`src/sv/bdq_pkg.sv`:
```
package bdq_pkg;

	// Button count; the last button is the encoder push button
	localparam int NUM_BUTTONS = 7;
	localparam int LEVEL_W     = 7;
	localparam int CFG_W       = 16;
	localparam int CODE_W      = 4;
	localparam int KNOB_IDX    = NUM_BUTTONS - 1;

	// Event slots of one sample: buttons, then short, hold, cw, ccw
	localparam int EVT_SHORT = NUM_BUTTONS;
	localparam int EVT_HOLD  = NUM_BUTTONS + 1;
	localparam int EVT_CW    = NUM_BUTTONS + 2;
	localparam int EVT_CCW   = NUM_BUTTONS + 3;
	localparam int NUM_EVT   = NUM_BUTTONS + 4;

	localparam logic [CODE_W-1:0] CODE_SHORT = CODE_W'(EVT_SHORT);
	localparam logic [CODE_W-1:0] CODE_CCW   = CODE_W'(EVT_CCW);

	// Queue between front and back
	localparam int QDEPTH = 2;
	localparam int QPTR_W = (QDEPTH > 1) ? $clog2(QDEPTH) : 1;
	localparam int QCNT_W = $clog2(QDEPTH + 1);

	// Configuration register indexes
	typedef enum logic [2:0] {
		REG_DEBOUNCE   = 3'd0,
		REG_HOLD       = 3'd1,
		REG_ACTIVE_LOW = 3'd2,
		REG_BTN_EN     = 3'd3,
		REG_ENC_EN     = 3'd4
	} cfg_reg_t;

	// 4x quadrature step table, index {previous AB, current AB}
	localparam logic signed [1:0] QUAD_STEP [16] = '{
		2'sd0,  -2'sd1, 2'sd1,  2'sd0,
		2'sd1,  2'sd0,  2'sd0,  -2'sd1,
		-2'sd1, 2'sd0,  2'sd0,  2'sd1,
		2'sd0,  2'sd1,  -2'sd1, 2'sd0
	};

	// Events caused by one sample
	typedef struct packed {
		logic [NUM_EVT-1:0]     mask;
		logic [NUM_BUTTONS-1:0] pressed;
	} bdq_rec_t;

	typedef struct packed {
		logic push;
		logic primed;
	} bdq_front_stat_t;

	typedef struct packed {
		logic empty;
		logic full;
	} bdq_queue_stat_t;

endpackage

```
`src/sv/bdq_front.sv`:
```
module bdq_front import bdq_pkg::*; (
	input  logic                 clk,
	input  logic                 arst_n,
	input  logic                 cfg_we,
	input  logic [2:0]           cfg_index,
	input  logic [CFG_W-1:0]     cfg_wdata,
	input  logic                 take,
	input  logic [LEVEL_W-1:0]   button_levels,
	input  logic                 phase_a,
	input  logic                 phase_b,
	input  logic [31:0]          now_tick,
	output bdq_rec_t             rec,
	output bdq_front_stat_t      stat
);

	// Configuration registers
	logic [7:0]             debounce_q;
	logic [15:0]            hold_ticks_q;
	logic                   active_low_q;
	logic [NUM_BUTTONS-1:0] btn_en_q;
	logic                   enc_en_q;

	// Sample state
	logic                   primed_q;
	logic [NUM_BUTTONS-1:0] stable_q;
	logic [7:0]             cnt_q [NUM_BUTTONS];
	logic                   knob_q;
	logic                   hold_rep_q;
	logic [31:0]            press_time_q;
	logic [1:0]             prev_ab_q;
	logic signed [2:0]      acc_q;

	// Next-state values
	logic [NUM_BUTTONS-1:0] lvl;
	logic [NUM_BUTTONS-1:0] differ;
	logic [NUM_BUTTONS-1:0] flip;
	logic [NUM_BUTTONS-1:0] stable_d;
	logic [NUM_BUTTONS-1:0] prime_d;
	logic [NUM_BUTTONS-1:0] pr;
	logic [7:0]             cnt_inc [NUM_BUTTONS];
	logic [7:0]             cnt_d [NUM_BUTTONS];
	logic                   knob_ev;
	logic                   short_ev;
	logic                   hold_ev;
	logic                   knob_d;
	logic                   hold_mid;
	logic [31:0]            press_time_d;
	logic [31:0]            dt;
	logic [1:0]             ab;
	logic signed [1:0]      step;
	logic signed [3:0]      sum;
	logic                   moved;
	logic                   cw_ev;
	logic                   ccw_ev;
	logic signed [2:0]      acc_d;

	// Debounce every button independently
	always_comb begin
		for (int i = 0; i < NUM_BUTTONS; i++) begin
			lvl[i]     = (i < LEVEL_W) ? button_levels[i % LEVEL_W] : 1'b0;
			differ[i]  = lvl[i] ^ stable_q[i];
			cnt_inc[i] = cnt_q[i] + 8'd1;
			flip[i]    = btn_en_q[i] && differ[i] && (cnt_inc[i] >= debounce_q);
			if (!btn_en_q[i]) begin
				cnt_d[i] = cnt_q[i];
			end else if (differ[i] && !flip[i]) begin
				cnt_d[i] = cnt_inc[i];
			end else begin
				cnt_d[i] = 8'd0;
			end
			stable_d[i] = stable_q[i] ^ flip[i];
			prime_d[i]  = btn_en_q[i] ? lvl[i] : stable_q[i];
			pr[i]       = stable_d[i] ^ active_low_q;
		end
	end

	// Encoder button: short press on release, hold after hold_ticks
	always_comb begin
		knob_ev      = flip[KNOB_IDX];
		short_ev     = knob_ev && !pr[KNOB_IDX] && knob_q && !hold_rep_q;
		knob_d       = knob_ev ? pr[KNOB_IDX] : knob_q;
		hold_mid     = knob_ev ? 1'b0 : hold_rep_q;
		press_time_d = (knob_ev && pr[KNOB_IDX]) ? now_tick : press_time_q;
		dt           = now_tick - press_time_d;
		hold_ev      = knob_d && !hold_mid && (dt >= {16'd0, hold_ticks_q});
	end

	// Quadrature step and accumulate
	always_comb begin
		ab     = {phase_a ^ active_low_q, phase_b ^ active_low_q};
		step   = QUAD_STEP[{prev_ab_q, ab}];
		sum    = {acc_q[2], acc_q} + {{2{step[1]}}, step};
		moved  = enc_en_q && (step != 2'sd0);
		cw_ev  = moved && (sum >= 4'sd4);
		ccw_ev = moved && (sum <= -4'sd4);
		if (!moved) begin
			acc_d = acc_q;
		end else if (cw_ev || ccw_ev) begin
			acc_d = 3'sd0;
		end else begin
			acc_d = sum[2:0];
		end
	end

	// Record of this sample's events
	always_comb begin
		rec.mask    = {ccw_ev, cw_ev, hold_ev, short_ev, flip};
		rec.pressed = pr;
		stat.push   = take && primed_q && (rec.mask != '0);
		stat.primed = primed_q;
	end

	// Hold configuration
	always_ff @(posedge clk or negedge arst_n) begin
		if (!arst_n) begin
			debounce_q   <= 8'd3;
			hold_ticks_q <= 16'd100;
			active_low_q <= 1'b1;
			for (int i = 0; i < NUM_BUTTONS; i++) begin
				btn_en_q[i] <= (i < LEVEL_W);
			end
			enc_en_q     <= 1'b1;
		end else if (cfg_we) begin
			case (cfg_index)
				REG_DEBOUNCE:   debounce_q   <= cfg_wdata[7:0];
				REG_HOLD:       hold_ticks_q <= cfg_wdata[15:0];
				REG_ACTIVE_LOW: active_low_q <= cfg_wdata[0];
				REG_BTN_EN: begin
					for (int i = 0; i < NUM_BUTTONS; i++) begin
						btn_en_q[i] <= (i < LEVEL_W) ? cfg_wdata[i % CFG_W] : 1'b0;
					end
				end
				REG_ENC_EN:     enc_en_q     <= cfg_wdata[0];
				default: ;
			endcase
		end
	end

	// Advance sample state on each accepted beat
	always_ff @(posedge clk or negedge arst_n) begin
		if (!arst_n) begin
			primed_q     <= 1'b0;
			stable_q     <= '1;
			for (int i = 0; i < NUM_BUTTONS; i++) begin
				cnt_q[i] <= 8'd0;
			end
			knob_q       <= 1'b0;
			hold_rep_q   <= 1'b0;
			press_time_q <= 32'd0;
			prev_ab_q    <= 2'd0;
			acc_q        <= 3'sd0;
		end else if (take) begin
			if (!primed_q) begin
				primed_q <= 1'b1;
				stable_q <= prime_d;
				if (enc_en_q) begin
					prev_ab_q <= ab;
				end
			end else begin
				stable_q     <= stable_d;
				for (int i = 0; i < NUM_BUTTONS; i++) begin
					cnt_q[i] <= cnt_d[i];
				end
				knob_q       <= knob_d;
				hold_rep_q   <= hold_mid | hold_ev;
				press_time_q <= press_time_d;
				if (enc_en_q) begin
					prev_ab_q <= ab;
				end
				acc_q        <= acc_d;
			end
		end
	end

endmodule

```
`src/sv/bdq_queue.sv`:
```
module bdq_queue import bdq_pkg::*; (
	input  logic            clk,
	input  logic            arst_n,
	input  logic            push,
	input  bdq_rec_t        push_rec,
	input  logic            pop,
	output bdq_rec_t        head,
	output bdq_queue_stat_t stat
);

	bdq_rec_t            mem_q [QDEPTH];
	logic [QPTR_W-1:0]   wr_ptr_q;
	logic [QPTR_W-1:0]   rd_ptr_q;
	logic [QCNT_W-1:0]   count_q;

	always_comb begin
		head       = mem_q[rd_ptr_q];
		stat.empty = (count_q == '0);
		stat.full  = (count_q == QCNT_W'(QDEPTH));
	end

	// Store pushed records
	always_ff @(posedge clk) begin
		if (push) begin
			mem_q[wr_ptr_q] <= push_rec;
		end
	end

	// Advance pointers and fill count
	always_ff @(posedge clk or negedge arst_n) begin
		if (!arst_n) begin
			wr_ptr_q <= '0;
			rd_ptr_q <= '0;
			count_q  <= '0;
		end else begin
			if (push) begin
				wr_ptr_q <= (wr_ptr_q == QPTR_W'(QDEPTH - 1)) ? '0 : wr_ptr_q + 1'b1;
			end
			if (pop) begin
				rd_ptr_q <= (rd_ptr_q == QPTR_W'(QDEPTH - 1)) ? '0 : rd_ptr_q + 1'b1;
			end
			if (push && !pop) begin
				count_q <= count_q + 1'b1;
			end else if (pop && !push) begin
				count_q <= count_q - 1'b1;
			end
		end
	end

endmodule

```
`src/sv/bdq_back.sv`:
```
module bdq_back import bdq_pkg::*; (
	input  logic              clk,
	input  logic              arst_n,
	input  bdq_rec_t          head,
	input  bdq_queue_stat_t   qstat,
	output logic              pop,
	output logic              out_valid,
	input  logic              out_ready,
	output logic [CODE_W-1:0] event_code,
	output logic              pressed,
	output logic              last_event
);

	logic [NUM_EVT-1:0]     cur_mask_q;
	logic [NUM_BUTTONS-1:0] cur_pr_q;
	logic                   valid_q;
	logic [CODE_W-1:0]      code_q;
	logic                   pressed_q;
	logic                   last_q;

	logic [NUM_EVT-1:0]     lowest;
	logic [NUM_EVT-1:0]     rest;
	logic [CODE_W-1:0]      code_sel;
	logic                   pr_sel;
	logic                   out_free;
	logic                   emit;

	// Pick the lowest pending event
	always_comb begin
		lowest   = cur_mask_q & (~cur_mask_q + 1'b1);
		rest     = cur_mask_q & ~lowest;
		code_sel = '0;
		for (int i = 0; i < NUM_EVT; i++) begin
			if (lowest[i]) begin
				code_sel = code_sel | CODE_W'(i);
			end
		end
		pr_sel   = (|(lowest[NUM_BUTTONS-1:0] & cur_pr_q))
		         | (|lowest[NUM_EVT-1:NUM_BUTTONS]);
		out_free = !valid_q || out_ready;
		emit     = out_free && (cur_mask_q != '0);
		pop      = (cur_mask_q == '0) && !qstat.empty;
	end

	// Load a record or drop the event just sent
	always_ff @(posedge clk or negedge arst_n) begin
		if (!arst_n) begin
			cur_mask_q <= '0;
		end else if (pop) begin
			cur_mask_q <= head.mask;
		end else if (emit) begin
			cur_mask_q <= rest;
		end
	end

	always_ff @(posedge clk) begin
		if (pop) begin
			cur_pr_q <= head.pressed;
		end
	end

	// Output register
	always_ff @(posedge clk or negedge arst_n) begin
		if (!arst_n) begin
			valid_q <= 1'b0;
		end else if (out_free) begin
			valid_q <= emit;
		end
	end

	always_ff @(posedge clk) begin
		if (emit) begin
			code_q    <= code_sel;
			pressed_q <= pr_sel;
			last_q    <= (rest == '0);
		end
	end

	assign out_valid  = valid_q;
	assign event_code = code_q;
	assign pressed    = pressed_q;
	assign last_event = last_q;

endmodule

```
`src/sv/button_debounce_quadrature_decoder.sv`:
```
// A sample's first event passes the event queue, the record register and the
// output register. One sample beat per cycle while the 2-deep event queue has
// room; the output side sends one event per cycle while out_ready allows and
// loads a record only after the last event of the one before is sent.
// Reset (arst_n low, asynchronous): control and configuration state are reset;
// the first sample after reset primes levels and phases and emits nothing.
module button_debounce_quadrature_decoder import bdq_pkg::*; (
	input  logic               clk,
	input  logic               arst_n,
	input  logic               cfg_we,
	input  logic [2:0]         cfg_index,
	input  logic [CFG_W-1:0]   cfg_wdata,
	input  logic               in_valid,
	output logic               in_ready,
	input  logic [LEVEL_W-1:0] button_levels,
	input  logic               phase_a,
	input  logic               phase_b,
	input  logic [31:0]        now_tick,
	output logic               out_valid,
	input  logic               out_ready,
	output logic [CODE_W-1:0]  event_code,
	output logic               pressed,
	output logic               last_event
);

	logic            take;
	bdq_rec_t        rec;
	bdq_front_stat_t fstat;
	bdq_rec_t        head;
	bdq_queue_stat_t qstat;
	logic            pop;

	assign in_ready = !qstat.full;
	assign take     = in_valid && in_ready;

	bdq_front u_front (
		.clk           (clk),
		.arst_n        (arst_n),
		.cfg_we        (cfg_we),
		.cfg_index     (cfg_index),
		.cfg_wdata     (cfg_wdata),
		.take          (take),
		.button_levels (button_levels),
		.phase_a       (phase_a),
		.phase_b       (phase_b),
		.now_tick      (now_tick),
		.rec           (rec),
		.stat          (fstat)
	);

	bdq_queue u_queue (
		.clk      (clk),
		.arst_n   (arst_n),
		.push     (fstat.push),
		.push_rec (rec),
		.pop      (pop),
		.head     (head),
		.stat     (qstat)
	);

	bdq_back u_back (
		.clk        (clk),
		.arst_n     (arst_n),
		.head       (head),
		.qstat      (qstat),
		.pop        (pop),
		.out_valid  (out_valid),
		.out_ready  (out_ready),
		.event_code (event_code),
		.pressed    (pressed),
		.last_event (last_event)
	);

	// The priming sample never queues events
	a_prime_silent: assert property (@(posedge clk) disable iff (!arst_n)
		(take && !fstat.primed) |-> !fstat.push)
		else $error("events queued by priming sample");

	// Clockwise and counterclockwise never share a sample
	a_dir_exclusive: assert property (@(posedge clk) disable iff (!arst_n)
		fstat.push |-> !(rec.mask[EVT_CW] && rec.mask[EVT_CCW]))
		else $error("both rotation directions in one sample");

	// Only defined event codes leave the block
	a_code_range: assert property (@(posedge clk) disable iff (!arst_n)
		out_valid |-> (event_code <= CODE_CCW))
		else $error("event code out of range");

	// Short, hold and rotation events are always presses
	a_pressed_fixed: assert property (@(posedge clk) disable iff (!arst_n)
		(out_valid && (event_code >= CODE_SHORT)) |-> pressed)
		else $error("non-button event not marked pressed");

endmodule

```
`config.mk`:
```
export PLATFORM = sky130hd
export DESIGN_NAME = button_debounce_quadrature_decoder
export DESIGN_NICKNAME = d
export VERILOG_FILES = /design/src/sv/bdq_pkg.sv /design/src/sv/bdq_front.sv /design/src/sv/bdq_queue.sv /design/src/sv/bdq_back.sv /design/src/sv/button_debounce_quadrature_decoder.sv
export SDC_FILE = /design/constraint.sdc
export NUM_CORES = 1
export LEC_CHECK = 0
export BUFFER_PORTS_ARGS = -buffer_cell sky130_fd_sc_hd__buf_2
export CORE_AREA = 2 2 235 237
export CTS_BUF_LIST = sky130_fd_sc_hd__clkbuf_4 sky130_fd_sc_hd__clkbuf_8
export DETAILED_ROUTE_END_ITERATION = 6
export DIE_AREA = 0 0 237 239
export PLACE_DENSITY_LB_ADDON = 0.08
export SLEW_MARGIN = 20
export SYNTH_ARGS = -nofsm -noshare
export SYNTH_HDL_FRONTEND = slang
export SYNTH_SLANG_ARGS = --single-unit
```
`constraint.sdc`:
```
create_clock -name clk -period 24.5 [get_ports clk]
set_input_delay 4.9 -clock clk [delete_from_list [all_inputs] [get_ports clk]]
set_output_delay 4.9 -clock clk [all_outputs]
set_load 0.05 [all_outputs]
```
---- Word-level counts from Yosys, hierarchy flattened ----
Memory sizes are Yosys's and may differ from the RTL's.
Cells that the tools add are included.
word-level totals
  flip-flop bits (word level) ............. 165
  memory bits (writable) .................. 36
  ROM bits ................................ 32
  input port bits ......................... 65
  output and inout port bits .............. 8
  word-level logic and storage cells ...... 231
  memories kept ........................... 2
operators by class
  add/sub/neg operators ................... 14
  magnitude comparators ................... 11
  equality and inequality tests ........... 5
  mux-type cells .......................... 37
  bitwise gates (word level) .............. 31
  reductions and logical operators ........ 95
memory list
  name             depth  width  read ports  clocked after Yosys merged registers in  wr ports  line             RTL
  u_queue.mem_q    2      18     1           0                                        1         bdq_queue.sv:11  bdq_rec_t mem_q [QDEPTH];
  (no name shown)  16     2      1           0                                        0         bdq_front.sv:91  step = QUAD_STEP[{prev_ab_q, ab}];
operators with widths
  operator               number
  $add 8x1->8 const B    7
  $ge 8x8->1             7
  $mux 8                 7
  $logic_and 1x1->1      37
  $ge 32x16->1           1
  $mux 32                1
  $sub 32x32->32         1
  $reduce_and 2->1       14
  $reduce_and 3->1       8
  $xor 1x1->1            23
  $and 11x11->11         2
  $logic_not 11->1       2
  $mux 11                2
  $not 11->11            2
  $reduce_bool 11->1     2
  $reduce_bool 2->1      10
  $logic_not 1->1        15
  $mux 1                 15
  $mux 3                 5
  $mux 2                 6
  $add 11x1->11 const B  1
  $and 7x7->7            1
  $mux 7                 1
  $reduce_or 7->1        1
  18 further kinds       22

---- Depth between registers and ports, before layout ----
Gate-level depths: netlist (run 1).
  word-level depth ........................ 16
  gate-level depth with buffers ........... 38

---- By module ----
A second synthesis (run 1) with hierarchy kept.
unflattened totals
  cell total of the unflattened synthesis .. 1383
  area, all modules ....................... 13630.6 um2
modules (own cells, without submodules)
  module                              instances  cells an instance  area an instance (um2)  sequential area each (um2)
  bdq_front                           1          1193               10827.9                 3429.5
  bdq_queue                           1          72                 1535.2                  1181.1
  bdq_back                            1          116                1257.5                  690.7
  button_debounce_quadrature_decoder  1          2                  10.0                    0.0

---- Least setup slack after synthesis (run 1) ----
No wires, ideal clock.
  path type ............................... input-to-reg
  start point ............................. in button_levels[6]
  end point ............................... mem u_queue.mem_q[1][0] in the netlist's numbering, enable pin
  library setup time ...................... 0.421 ns
  arrival ................................. 11.107 ns
  data required time ...................... 24.079 ns
  slack ................................... 12.972 ns
  stages .................................. 28
  buffers on the path ..................... 2
  cells stage by stage .................... nand4b_1 > and2_1 > nor2_4 > buf_1 > clkbuf_1 > mux2i_1 > ha_1 > o21ai_1 > a21oi_1 > o41ai_2 > a22oi_1 > a31oi_1 > o32a_1 > o21bai_1 > a21oi_1 > xnor2_1 > ha_1 > nand4_1 > nor2_1 > a221o_1 > nor4_1 > nand3_1 > nor4_1 > nand4_1 > a2111oi_0 > nand4_1 > o21bai_1 > a211oi_1
on the way
  longest elaborated chain between the ends .. 14
ends and longest elaborated chain
  element                            line                                      RTL
  from (decl)                        button_debounce_quadrature_decoder.sv:15  input logic [LEVEL_W-1:0] button_levels,
  $xor 1x1->1 *                      bdq_front.sv:61                           differ[i] = lvl[i] ^ stable_q[i];
  $logic_and 1x1->1 * (2 in series)  bdq_front.sv:63                           flip[i] = btn_en_q[i] && differ[i] && (cnt_inc[i] >= debounce_q);
  $xor 1x1->1                        bdq_front.sv:71                           stable_d[i] = stable_q[i] ^ flip[i];
  $xor 1x1->1                        bdq_front.sv:73                           pr[i] = stable_d[i] ^ active_low_q;
  $logic_and 1x1->1                  bdq_front.sv:83                           press_time_d = (knob_ev && pr[KNOB_IDX]) ? now_tick : press_time_q;
  $mux 32                            bdq_front.sv:83
  $sub 32x32->32                     bdq_front.sv:84                           dt = now_tick - press_time_d;
  $ge 32x16->1                       bdq_front.sv:85                           hold_ev = knob_d && !hold_mid && (dt >= {16'd0, hold_ticks_q});
  $logic_and 1x1->1                  bdq_front.sv:85
  $reduce_bool 11->1 *               bdq_front.sv:109                          stat.push = take && primed_q && (rec.mask != '0);
  $logic_and 1x1->1 *                bdq_front.sv:109
  $mux 1 *                           bdq_queue.sv:24                           if (push) begin
  $mux 1 (implied by the code) *     bdq_queue.sv:25                           mem_q[wr_ptr_q] <= push_rec;
  to (decl)                          bdq_queue.sv:11
Mark *: on every way between the ends. The rest lies on a longest branch, timed or not.

---- Final worst setup path (run 1) ----
  start point ............................. in button_levels[6]
  end point ............................... reg u_queue.count_q[1]
on the way
  longest elaborated chain between the ends .. 15
ends and longest elaborated chain
  element                            line              RTL
  $xor 1x1->1 *                      bdq_front.sv:61
  $logic_and 1x1->1 * (2 in series)  bdq_front.sv:63
  $xor 1x1->1                        bdq_front.sv:71
  $xor 1x1->1                        bdq_front.sv:73
  $logic_and 1x1->1 *                bdq_front.sv:83
  $mux 32 *                          bdq_front.sv:83
  via u_front.press_time_d[0]        bdq_front.sv:47   logic [31:0] press_time_d;
  $sub 32x32->32 *                   bdq_front.sv:84
  $ge 32x16->1 *                     bdq_front.sv:85
  $logic_and 1x1->1 *                bdq_front.sv:85
  $reduce_bool 11->1 *               bdq_front.sv:109
  $logic_and 1x1->1 *                bdq_front.sv:109
  via u_queue.push                   bdq_queue.sv:4    input logic push,
  $logic_not 1->1                    bdq_queue.sv:44   end else if (pop && !push) begin
  $logic_and 1x1->1                  bdq_queue.sv:44
  $reduce_bool 2->1 (no line)        --
  to (signal assigned)               bdq_queue.sv:43   count_q <= count_q + 1'b1;
  to (signal assigned)               bdq_queue.sv:45   count_q <= count_q - 1'b1;
  to (decl)                          bdq_queue.sv:14   logic [QCNT_W-1:0] count_q;
The timed path passes the listed nets; every way through them passes the cells marked *.
A chain may end at the register's enable or synchronous reset.

==> results by stage, run 1 <==
Yosys:
- After synthesis the cells add up to 13370 sq um.
- The fraction of synthesis flops using an asynchronous set or reset pin is 75.62%.
- By area the synthesized netlist is led by sky130_fd_sc_hd__dfrtp_1 (25%), sky130_fd_sc_hd__edfxtp_1 (11%), sky130_fd_sc_hd__ha_1 (11%).
- Counting flops with a built-in enable in the synthesized netlist gives 49.
- A synthesized cell averages 9.527 sq um.
- The net count after synthesis is 1585.
- The netlist uses 79 different library cells.
- Synthesis inferred 201 register bits.
- The area fraction of the dominant cell type after synthesis is 24.52%.
- The largest area contributor in the netlist is sky130_fd_sc_hd__dfrtp_1.
- For this run, the number of Yosys warnings is 0.
- In the synthesized netlist the dominant register cell turns out to be sky130_fd_sc_hd__dfrtp_1.
- The cell count after synthesis came out at 1403.
- Summing the sequential cell areas from Yosys gives 39.66% of the chip area.

Hold path:
- The hold path startpoint is u_front.knob_q$_DFFE_PN0P_.
- The number of cells on the worst hold path is 2.
- The worst hold path terminates at u_front.knob_q$_DFFE_PN0P_.
- The tightest min-delay check is of the register to register type.

Timing:
- The final setup skew is 0.05544 ns.
- Setup violations remaining at the end of the flow were counted as 0.
- Hold is met by 0.4865 ns.
- Derived from the worst setup path, the maximum achievable clock frequency is 86.39 MHz.
- After layout, the worst path uses 47.25% of the clock period.
- The count of final hold-check violations is 0.
- Setup total negative slack on the finished layout was measured at 0 ns.
- The total count of max-transition violations in the final report is 0.
- The slew at the pin closest to its max-slew limit is 0.9847 ns.
- After layout, the worst setup slack is 12.92 ns.
- Setup repair after global routing left no endpoint under its margin.
- Subtracting the final worst setup slack from the clock period gives 11.58 ns.
- The relative slew slack is 34.35%.

Clock tree:
- The number of buffers on the longest clock path is 3.
- The H-tree generated during clock tree synthesis spans 2 levels.
- The clock tree from TritonCTS is yes.
- Counting every sink on the clock net gives 201.
- The root buffer cell chosen for the clock tree is sky130_fd_sc_hd__clkbuf_8.
- The number of clock buffers inserted by TritonCTS is 44.
- The post-CTS setup buffer count is 0.
- The clock latency on the worst-skew pair is 0.64 ns.
- Clock-pin slew was measured on the worst setup and hold paths at 0.06 ns.
- The hold buffer count at CTS is 0.
- Once the clock tree was built, the resizer swapped 0 gates to a different size.

GRT:
- Summed over all layers, the global routing overflow is 0.
- The largest net degree at the start of global routing is 59.
- The global-route wire length before repair is 62020 um.
- The number of global-route vias before repair was 10710.
- The number of antenna violations at the first check in global routing was 3.
- The total routing resource utilization after global routing is 14.14%.

Drt:
- The count of nets left with antenna violations after detail routing is 0.
- The first TritonRoute pass finished after 5 iterations.
- The post-detailed-route wirelength per cell is 17.55 um.
- For this block, the via count after detailed routing is 10400.
- Dividing the detail-routed via count by the number of cells gives 4.671.
- The final wirelength is 39060 um.
- The total DRC errors in the routed layout is 0.
- The first routing iteration left 551 violations.

Placed design:
- The count of buffers added on input and output ports is 72.
- Once detailed placement completed, the half-perimeter wirelength came to 28600 um.
- The pre-CTS worst setup slack is 12.35 ns.
- The last weighted congestion value of the routability-driven placer is 0.8044.

Finish:
- Relative to the synthesized area, the layout overhead comes to 15.53%.
- The proportion of layout cells with a drive suffix above 1 is 17.04%.
- The top cell types in the final layout, fill and taps aside, are sky130_fd_sc_hd__nand2_1 (202), sky130_fd_sc_hd__dfrtp_1 (131), sky130_fd_sc_hd__ha_1 (115).
- Cells fill 28.42% of the core in the end.
- Leaving out fill and tap cells, the most frequent cell in the layout is sky130_fd_sc_hd__nand2_1.
- The number of filler cells placed in the layout is 5705.
- In the final design database the tool counted 1666 nets.

Die:
- The boundary pin count is 73.
- Once the floorplan was initialized, standard cells occupied 24.60% of the core.
- The die span in x is 237 um.
- The core box area is 54340 sq um.
- The area of the die is 56640 sq um.
- The floorplan has 86 rows.
- The die boundary height is 239 um.

Worst setup path:
- Across all register-to-register paths, the minimum setup slack is 15.64 ns.
- The endpoint type of the worst setup path is a register.
- The kind of start point of the critical path is a primary input.
- The delay of the slowest cell on the worst path is 0.67 ns.
- The worst path required time is 25.05 ns.
- Of all nets on the critical path, the largest fanout is 10.
- The critical path crosses 32 cells after its start point.
- The master of the slowest instance on the critical path is sky130_fd_sc_hd__o41ai_2.
- The critical path in this run is classified as primary input to register.
- Measured in cells, the most critical reg-to-reg path has a length of 37.
- The launching point of the worst reg2reg path is u_front.cnt_q[0]$_DFFE_PN0P_.
- On the critical path the largest part of the delay comes from compound AO/OA/AOI/OAI gates.
- The number of buffers and inverters on the critical path is 1.
- The capturing point of the worst reg2reg path is u_queue.count_q[1]$_DFFE_PN0P_.
- Data on the critical path arrives at its endpoint at 12.13 ns.

Pwr:
- IR analysis of the VDD net gives a maximum drop of 0.03363 mV.
- For this design the static power due to leakage is 6.803 nW.
- Dividing total power by cell area gives a power density of 93.26 nW/um^2.

Status:
- The run finished with clean final reports.

Job:
- The count of maximum capacitance violations is 0.
layout make-up:
class	instances	area [sq um]	area share [%]
Antenna cell	2	5.005	0.03241
Clock buffer	72	853.3	5.526
Clock inverter	10	58.81	0.3808
Inverter	61	229.0	1.483
Multi-Input combinational cell	1096	7687	49.78
Sequential cell	201	5301	34.33
Tap cell	704	880.8	5.704
Timing Repair Buffer	80	426.7	2.763
synthesized netlist by cell type, types with 9 or more instances:
cell type and number:
sky130_fd_sc_hd__xor2_1 32, sky130_fd_sc_hd__nor4_1 11, sky130_fd_sc_hd__a21oi_1 71, sky130_fd_sc_hd__inv_1 61, sky130_fd_sc_hd__nand2b_1 58, sky130_fd_sc_hd__or3_1 9
sky130_fd_sc_hd__nor2_1 67, sky130_fd_sc_hd__nor2b_1 15, sky130_fd_sc_hd__a21o_1 19, sky130_fd_sc_hd__a211oi_1 10, sky130_fd_sc_hd__mux2_2 54, sky130_fd_sc_hd__nor3_1 20
sky130_fd_sc_hd__nand3_1 35, sky130_fd_sc_hd__nand4_1 17, sky130_fd_sc_hd__ha_1 115, sky130_fd_sc_hd__xnor2_1 57, sky130_fd_sc_hd__and3_1 9, sky130_fd_sc_hd__nand2_1 203
sky130_fd_sc_hd__o31ai_1 9, sky130_fd_sc_hd__o211ai_1 13, sky130_fd_sc_hd__edfxtp_1 49, sky130_fd_sc_hd__dfrtp_1 131, sky130_fd_sc_hd__o21ai_0 99, sky130_fd_sc_hd__clkbuf_1 42
sky130_fd_sc_hd__dfstp_2 21, sky130_fd_sc_hd__mux2i_1 44
cell families (layout without fill, tap and decap cells):
| logic type | after synthesis | count (layout) | synth area share [%] |
|---|---|---|---|
| fa+ha+maj | 122 | 122 | 11.44 |
| compound gates | 304 | 304 | 14.66 |
| other cells | 0 | 2 | 0 |
| simple gates | 482 | 482 | 17.41 |
| mux | 99 | 99 | 8.013 |
| flops | 201 | 201 | 39.66 |
| buf+inv | 106 | 223 | 2.986 |
| xor+xnor | 89 | 89 | 5.832 |
sequential cells by signal, indices dropped and copies added, names as in the netlist, 2 cells and up:
register              flops
u_front.cnt_q            56
u_queue.mem_q            36
u_front.press_time_q     32
u_front.hold_ticks_q     16
u_back.cur_mask_q        11
u_front.debounce_q        8
u_back.cur_pr_q           7
u_front.btn_en_q          7
u_front.stable_q          7
u_back.event_code         4
u_front.acc_q             3
u_front.prev_ab_q         2
u_queue.count_q           2
power by group:
part | internal (W) | switching [W] | total [W]
registers | 0.000436 | 0.0000678 | 0.000504
clock network | 0.000220 | 0.000169 | 0.000390
logic | 0.000221 | 0.000326 | 0.000547
per-layer routing:
layer / global-route usage [%] / routed length, um / vias to the layer above
li1: - / - / 5221
met1: 18.58 / 18670 / 4928
met2: 22.90 / 17500 / 172
met3: 2.748 / 1556 / 77
met4: 5.504 / 1339 / 0
met5: 0 / 0 / -
worst min-delay path, cell delays in order (launching register included):
cell	delay [ns]
sky130_fd_sc_hd__dfrtp_1	0.34
sky130_fd_sc_hd__nand2_1	0.05
sky130_fd_sc_hd__nand2_1	0.06
worst max path at each step:
stage | from | end | slack [ns]
after floorplan | button_levels[6] | u_queue.mem_q[1][0]$_DFFE_PP_ | 12.97
after global placement | button_levels[6] | u_queue.count_q[1]$_DFFE_PN0P_ | 12.56
after detailed placement | button_levels[6] | u_queue.count_q[1]$_DFFE_PN0P_ | 12.35
after CTS | button_levels[6] | u_queue.count_q[1]$_DFFE_PN0P_ | 13.01
after global routing | button_levels[6] | u_queue.count_q[1]$_DFFE_PN0P_ | 12.22
final | button_levels[6] | u_queue.count_q[1]$_DFFE_PN0P_ | 12.92
per-stage QoR:
stage / std cells / total power, W / cell area [sq um]
floorplan: 1403 / 0.0008914 / 13370
global placement: 2142 / 0.001062 / 14520
finish: 2226 / 0.001440 / 15440
global route: 2225 / 0.001562 / 15440
CTS: 2224 / 0.001471 / 15440
detailed placement: 2142 / 0.001065 / 14530
Note: power is estimated with default switching activity, not from simulation.
==> run 2: changes to the inputs <==
- ABC_AREA: unset -> 1
- CORE_AREA: 2 2 235 237 -> 2 2 234 236
- DIE_AREA: 0 0 237 239 -> 0 0 236 238
- clock period: 24.5 -> 11.17 ns (I/O delays scaled with it)
==> run 2 against run 1 <==
Against the previous run: critical path depth increased by 13; cell count is 13% higher; total power grew 150%; utilization grew 0.24 points; register-to-register slack got worse by 12 ns; worst hold slack worse by 0.017 ns; non-clock buffer count shrank 1; design area shrank 0.72%; critical path type unchanged; largest cell class unchanged; largest power group unchanged.
==> results by stage, run 2 <==
Status:
- The flow ran to the end, and the final reports show no timing, DRC or antenna violations.

Drt:
- The number of iterations in the first detailed-routing pass is 6.
- In this run the remaining antenna-violating nets after routing total 0.
- The total DRC errors in the routed layout is 0.
- The routed length on met1 is 19520 um.
- After detailed routing, the number of vias per cell comes to 4.346.
- The top layer reached by signal wires is met5.
- Wire segments on met3 add up to 1622 um in the final route.
- The first-iteration detailed-routing DRC count is 480.
- Dividing the detail-routed wire length by the instance count gives 15.26 um.
- The final wirelength is 38260 um.
- The sum of met2 wire segment lengths after detailed routing is 16260 um.
- The routed layout has 10900 vias.

Die:
- The initial core utilization is 24.76%.
- The floorplan step defined a die boundary enclosing 56170 sq um.
- The die boundary height is 238 um.
- The die is 236 um wide.
- 73 I/O pins were placed.
- The region available for standard cell placement spans 53500 sq um.
- The number of rows created at floorplan is 85.

Clock tree:
- In this run the deepest clock path goes through 3 buffers.
- The number of clock buffers inserted by TritonCTS is 42.
- The clock slew at the register clock pins of the worst setup and hold paths is 0.05 ns.
- The number of H-tree branching levels is 2.
- Once the clock tree was built, the resizer swapped 0 gates to a different size.
- The clock latency on the worst-skew pair is 0.60 ns.
- The hold buffer count at CTS is 0.
- The cell at the root of the clock tree is sky130_fd_sc_hd__clkbuf_8.
- The clock tree from TritonCTS is yes.
- The clock sink count is 201.
- The post-CTS setup buffer count is 0.

Timing:
- Timing would allow up to 135.9 MHz.
- The count of final hold-check violations is 0.
- Measured against its own limit, the worst slew margin works out to 41.70%.
- The final worst-path cycle share is 65.88%.
- Setup violations remaining at the end of the flow were counted as 0.
- Setup repair after global routing left no endpoint under its margin.
- Adding up every negative setup slack in the final design gives 0 ns.
- Subtracting the final worst setup slack from the clock period gives 7.359 ns.
- The total count of max-transition violations in the final report is 0.
- Final hold analysis gives a worst-case slack of 0.4697 ns.
- For the pin with the worst max-slew slack, the measured transition is 0.8746 ns.
- The final setup skew is 0.03215 ns.

Finish:
- In the layout the commonest cells are sky130_fd_sc_hd__nand2_1 (415), sky130_fd_sc_hd__inv_1 (265), sky130_fd_sc_hd__o21ai_0 (176).
- The repair_antennas step left the layout with diodes totalling 0.
- The proportion of layout cells with a drive suffix above 1 is 12.26%.
- At the end of the flow, the number of nets in the layout was 1961.
- The register with the most flip-flops in the layout has 56 of them.
- The register ranked first by flip-flop count is u_front.cnt_q.
- After filler insertion, the fill cell instance count of the layout stands at 5801.
- The most common cell after layout, fill and taps aside is sky130_fd_sc_hd__nand2_1.
- In the final layout, the registers with the most flip-flops are u_front.cnt_q (56), u_queue.mem_q (36), u_front.press_time_q (32).
- Relative to the synthesized area, the layout overhead comes to 15.75%.
- After routing the design area is 15330 sq um.

Yosys:
- After synthesis, the cell types taking the most area are sky130_fd_sc_hd__dfrtp_1 (25%), sky130_fd_sc_hd__nand2_1 (12%), sky130_fd_sc_hd__edfxtp_1 (11%).
- The sequential share of the synthesized area is 40.02%.
- For this run, the leading register cell type out of synthesis is sky130_fd_sc_hd__dfrtp_1.
- The most common cell in the synthesized netlist is sky130_fd_sc_hd__nand2_1.
- The share of synthesized area in the top cell type comes to 24.75%.
- The net count after synthesis is 1863.
- The number of synthesized register bits is 201.
- The cell area after synthesis is 13250 sq um.
- The biggest area contributor in the post-synthesis netlist is sky130_fd_sc_hd__dfrtp_1.
- After synthesis, the netlist uses 51 different library cells.
- Sorting the synthesized cells by how often they occur yields sky130_fd_sc_hd__nand2_1 (415), sky130_fd_sc_hd__inv_1 (265), sky130_fd_sc_hd__o21ai_0 (176), sky130_fd_sc_hd__dfrtp_1 (131), sky130_fd_sc_hd__ha_1 (115).
- The synthesized area per cell is 7.879 sq um.
- The number of enable flip-flop cells after synthesis is 49.
- Of all flip-flops after synthesis, the portion carrying an async set or reset was 75.62%.
- The synthesized instance count is 1681.
- The yosys synthesis warning count is 0.

Job:
- The tool flagged a number of max-cap violations equal to 0.

Pwr:
- The worst-case IR drop observed on VDD is 0.06407 mV.
- The ratio of total power to cell area is 230.4 nW/um^2.
- The leakage power is 7.702 nW.

GRT:
- The number of global-route vias before repair is 11000.
- For this run the aggregate overflow at the end of global routing stands at 0.
- The first global-routing pass estimated 61490 um of wire.
- The number of antenna violations at the first check in global routing is 2.
- The largest net degree at the start of global routing is 61.
- The total routing resource utilization after global routing is 13.96%.

Worst setup path:
- STA classifies the critical path endpoint as a register.
- The critical path starts at button_levels[6].
- The kind of start point of the critical path is a primary input.
- The critical path is of the primary input to register type.
- The worst path required time is 11.64 ns.
- In this run the critical register-to-register path is launched from u_front.cnt_q[0]$_DFFE_PN0P_.
- The cell with the most instances on the worst path is sky130_fd_sc_hd__nand2_1.
- The signal arrival time at the worst endpoint is 7.83 ns.
- The maximum fanout along the worst path is 50.
- The slowest stage of the critical path belongs to the cell sky130_fd_sc_hd__fa_1.
- The delay of the slowest cell on the worst path is 0.44 ns.

Hold path:
- The hold path startpoint is u_queue.count_q[0]$_DFFE_PN0P_.
- The path type of the worst min-delay path is register to register.

Placed design:
- Once placement finished, the instance area stood at 14420 sq um.
- The count of buffers inserted at the top-level ports is 72.
- The last weighted congestion value of the routability-driven placer is 0.8240.
- After legalization and detailed placement, the total HPWL measured 28750 um.
-- run 2: changes by cell type in the layout (fill, tap and decap cells not counted), moves of 13 or more --
cell | before | now
sky130_fd_sc_hd__xnor2_1 | 57 | 14
sky130_fd_sc_hd__mux2i_1 | 44 | 8
sky130_fd_sc_hd__o21ai_0 | 99 | 176
sky130_fd_sc_hd__nand3_1 | 35 | 64
sky130_fd_sc_hd__mux2_2 | 54 | 0
sky130_fd_sc_hd__nand2b_1 | 58 | 0
sky130_fd_sc_hd__nand2_2 | 2 | 15
sky130_fd_sc_hd__inv_1 | 61 | 265
sky130_fd_sc_hd__nand2_1 | 202 | 415
sky130_fd_sc_hd__a21o_1 | 19 | 1
sky130_fd_sc_hd__xor2_1 | 32 | 64
sky130_fd_sc_hd__nor2_1 | 67 | 104
sky130_fd_sc_hd__nor2b_1 | 15 | 0
-- run 2: logic make-up (layout without fill, tap and decap cells) --
family / count (synthesis) / count (layout) / synth area share, %
simple gates: 659 / 659 / 21.08
buf+inv: 301 / 431 / 8.691
flops: 201 / 201 / 40.02
mux: 8 / 8 / 0.6046
xor+xnor: 78 / 78 / 5.158
fa+ha+maj: 117 / 117 / 11.17
compound gates: 317 / 317 / 13.27
-- run 2: layout make-up --
| class | count | area [sq um] | area share, % |
|---|---|---|---|
| repair buffers | 79 | 419.2 | 2.734 |
| flip-flops and latches | 201 | 5301 | 34.58 |
| clock buffers | 69 | 824.5 | 5.378 |
| inverters | 276 | 1036 | 6.757 |
| multi-input cells | 1179 | 6793 | 44.31 |
| clock inverters | 7 | 86.33 | 0.5631 |
| well taps | 696 | 870.8 | 5.680 |
-- run 2: per-stage QoR --
stage                     power [W]  util, %  setup WS [ns]  std cells
after global placement     0.002702    26.96          3.216       2431
after detailed placement   0.002709    26.96          3.185       2431
after global routing       0.003890    28.66          2.825       2507
after CTS                  0.003606    28.66          3.708       2507
after floorplan            0.002263        -          3.927       1681
final                      0.003532    28.66          3.811       2507
-- run 2: per-layer routing --
layer  track usage [%]  up-vias
met2             21.45      157
li1                  -     5703
met1             19.75     4969
met3             2.950       62
met5                 0        -
met4             3.802        4
-- run 2: path summary, 6_finish.rpt --
kind | slack (ns) | to | depth (start not counted)
setup / recovery | 3.81 | u_queue.count_q[1]$_DFFE_PN0P_ | 45
hold / removal | 0.47 | u_queue.count_q[0]$_DFFE_PN0P_ | 1
setup reg to reg | 3.82 | u_queue.count_q[1]$_DFFE_PN0P_ | 51
hold reg to reg | 0.47 | u_queue.count_q[0]$_DFFE_PN0P_ | 1
max in group asynchronous | 7.63 | u_back.cur_mask_q[0]$_DFFE_PN0P_ | 3
min in group asynchronous | 1.59 | u_front.cnt_q[34]$_DFFE_PN0P_ | 1
-- run 2: where the power goes --
| group | switching [W] | internal (W) | total (W) |
|---|---|---|---|
| clock | 0.000348 | 0.000510 | 0.000858 |
| sequential | 0.000145 | 0.000993 | 0.00114 |
| combinational | 0.000991 | 0.000545 | 0.00154 |
| total | 0.00148 | 0.00205 | 0.00353 |
-- run 2: worst max-delay path: cells and delay by family --
kind / cells / cell delay, ns
and+or+nand+nor: 27 / 2.59
adders and majority gates: 3 / 0.97
buffers and inverters: 5 / 0.76
AOI/OAI and AO/OA: 7 / 0.76
xor gates and xnor gates: 3 / 0.50
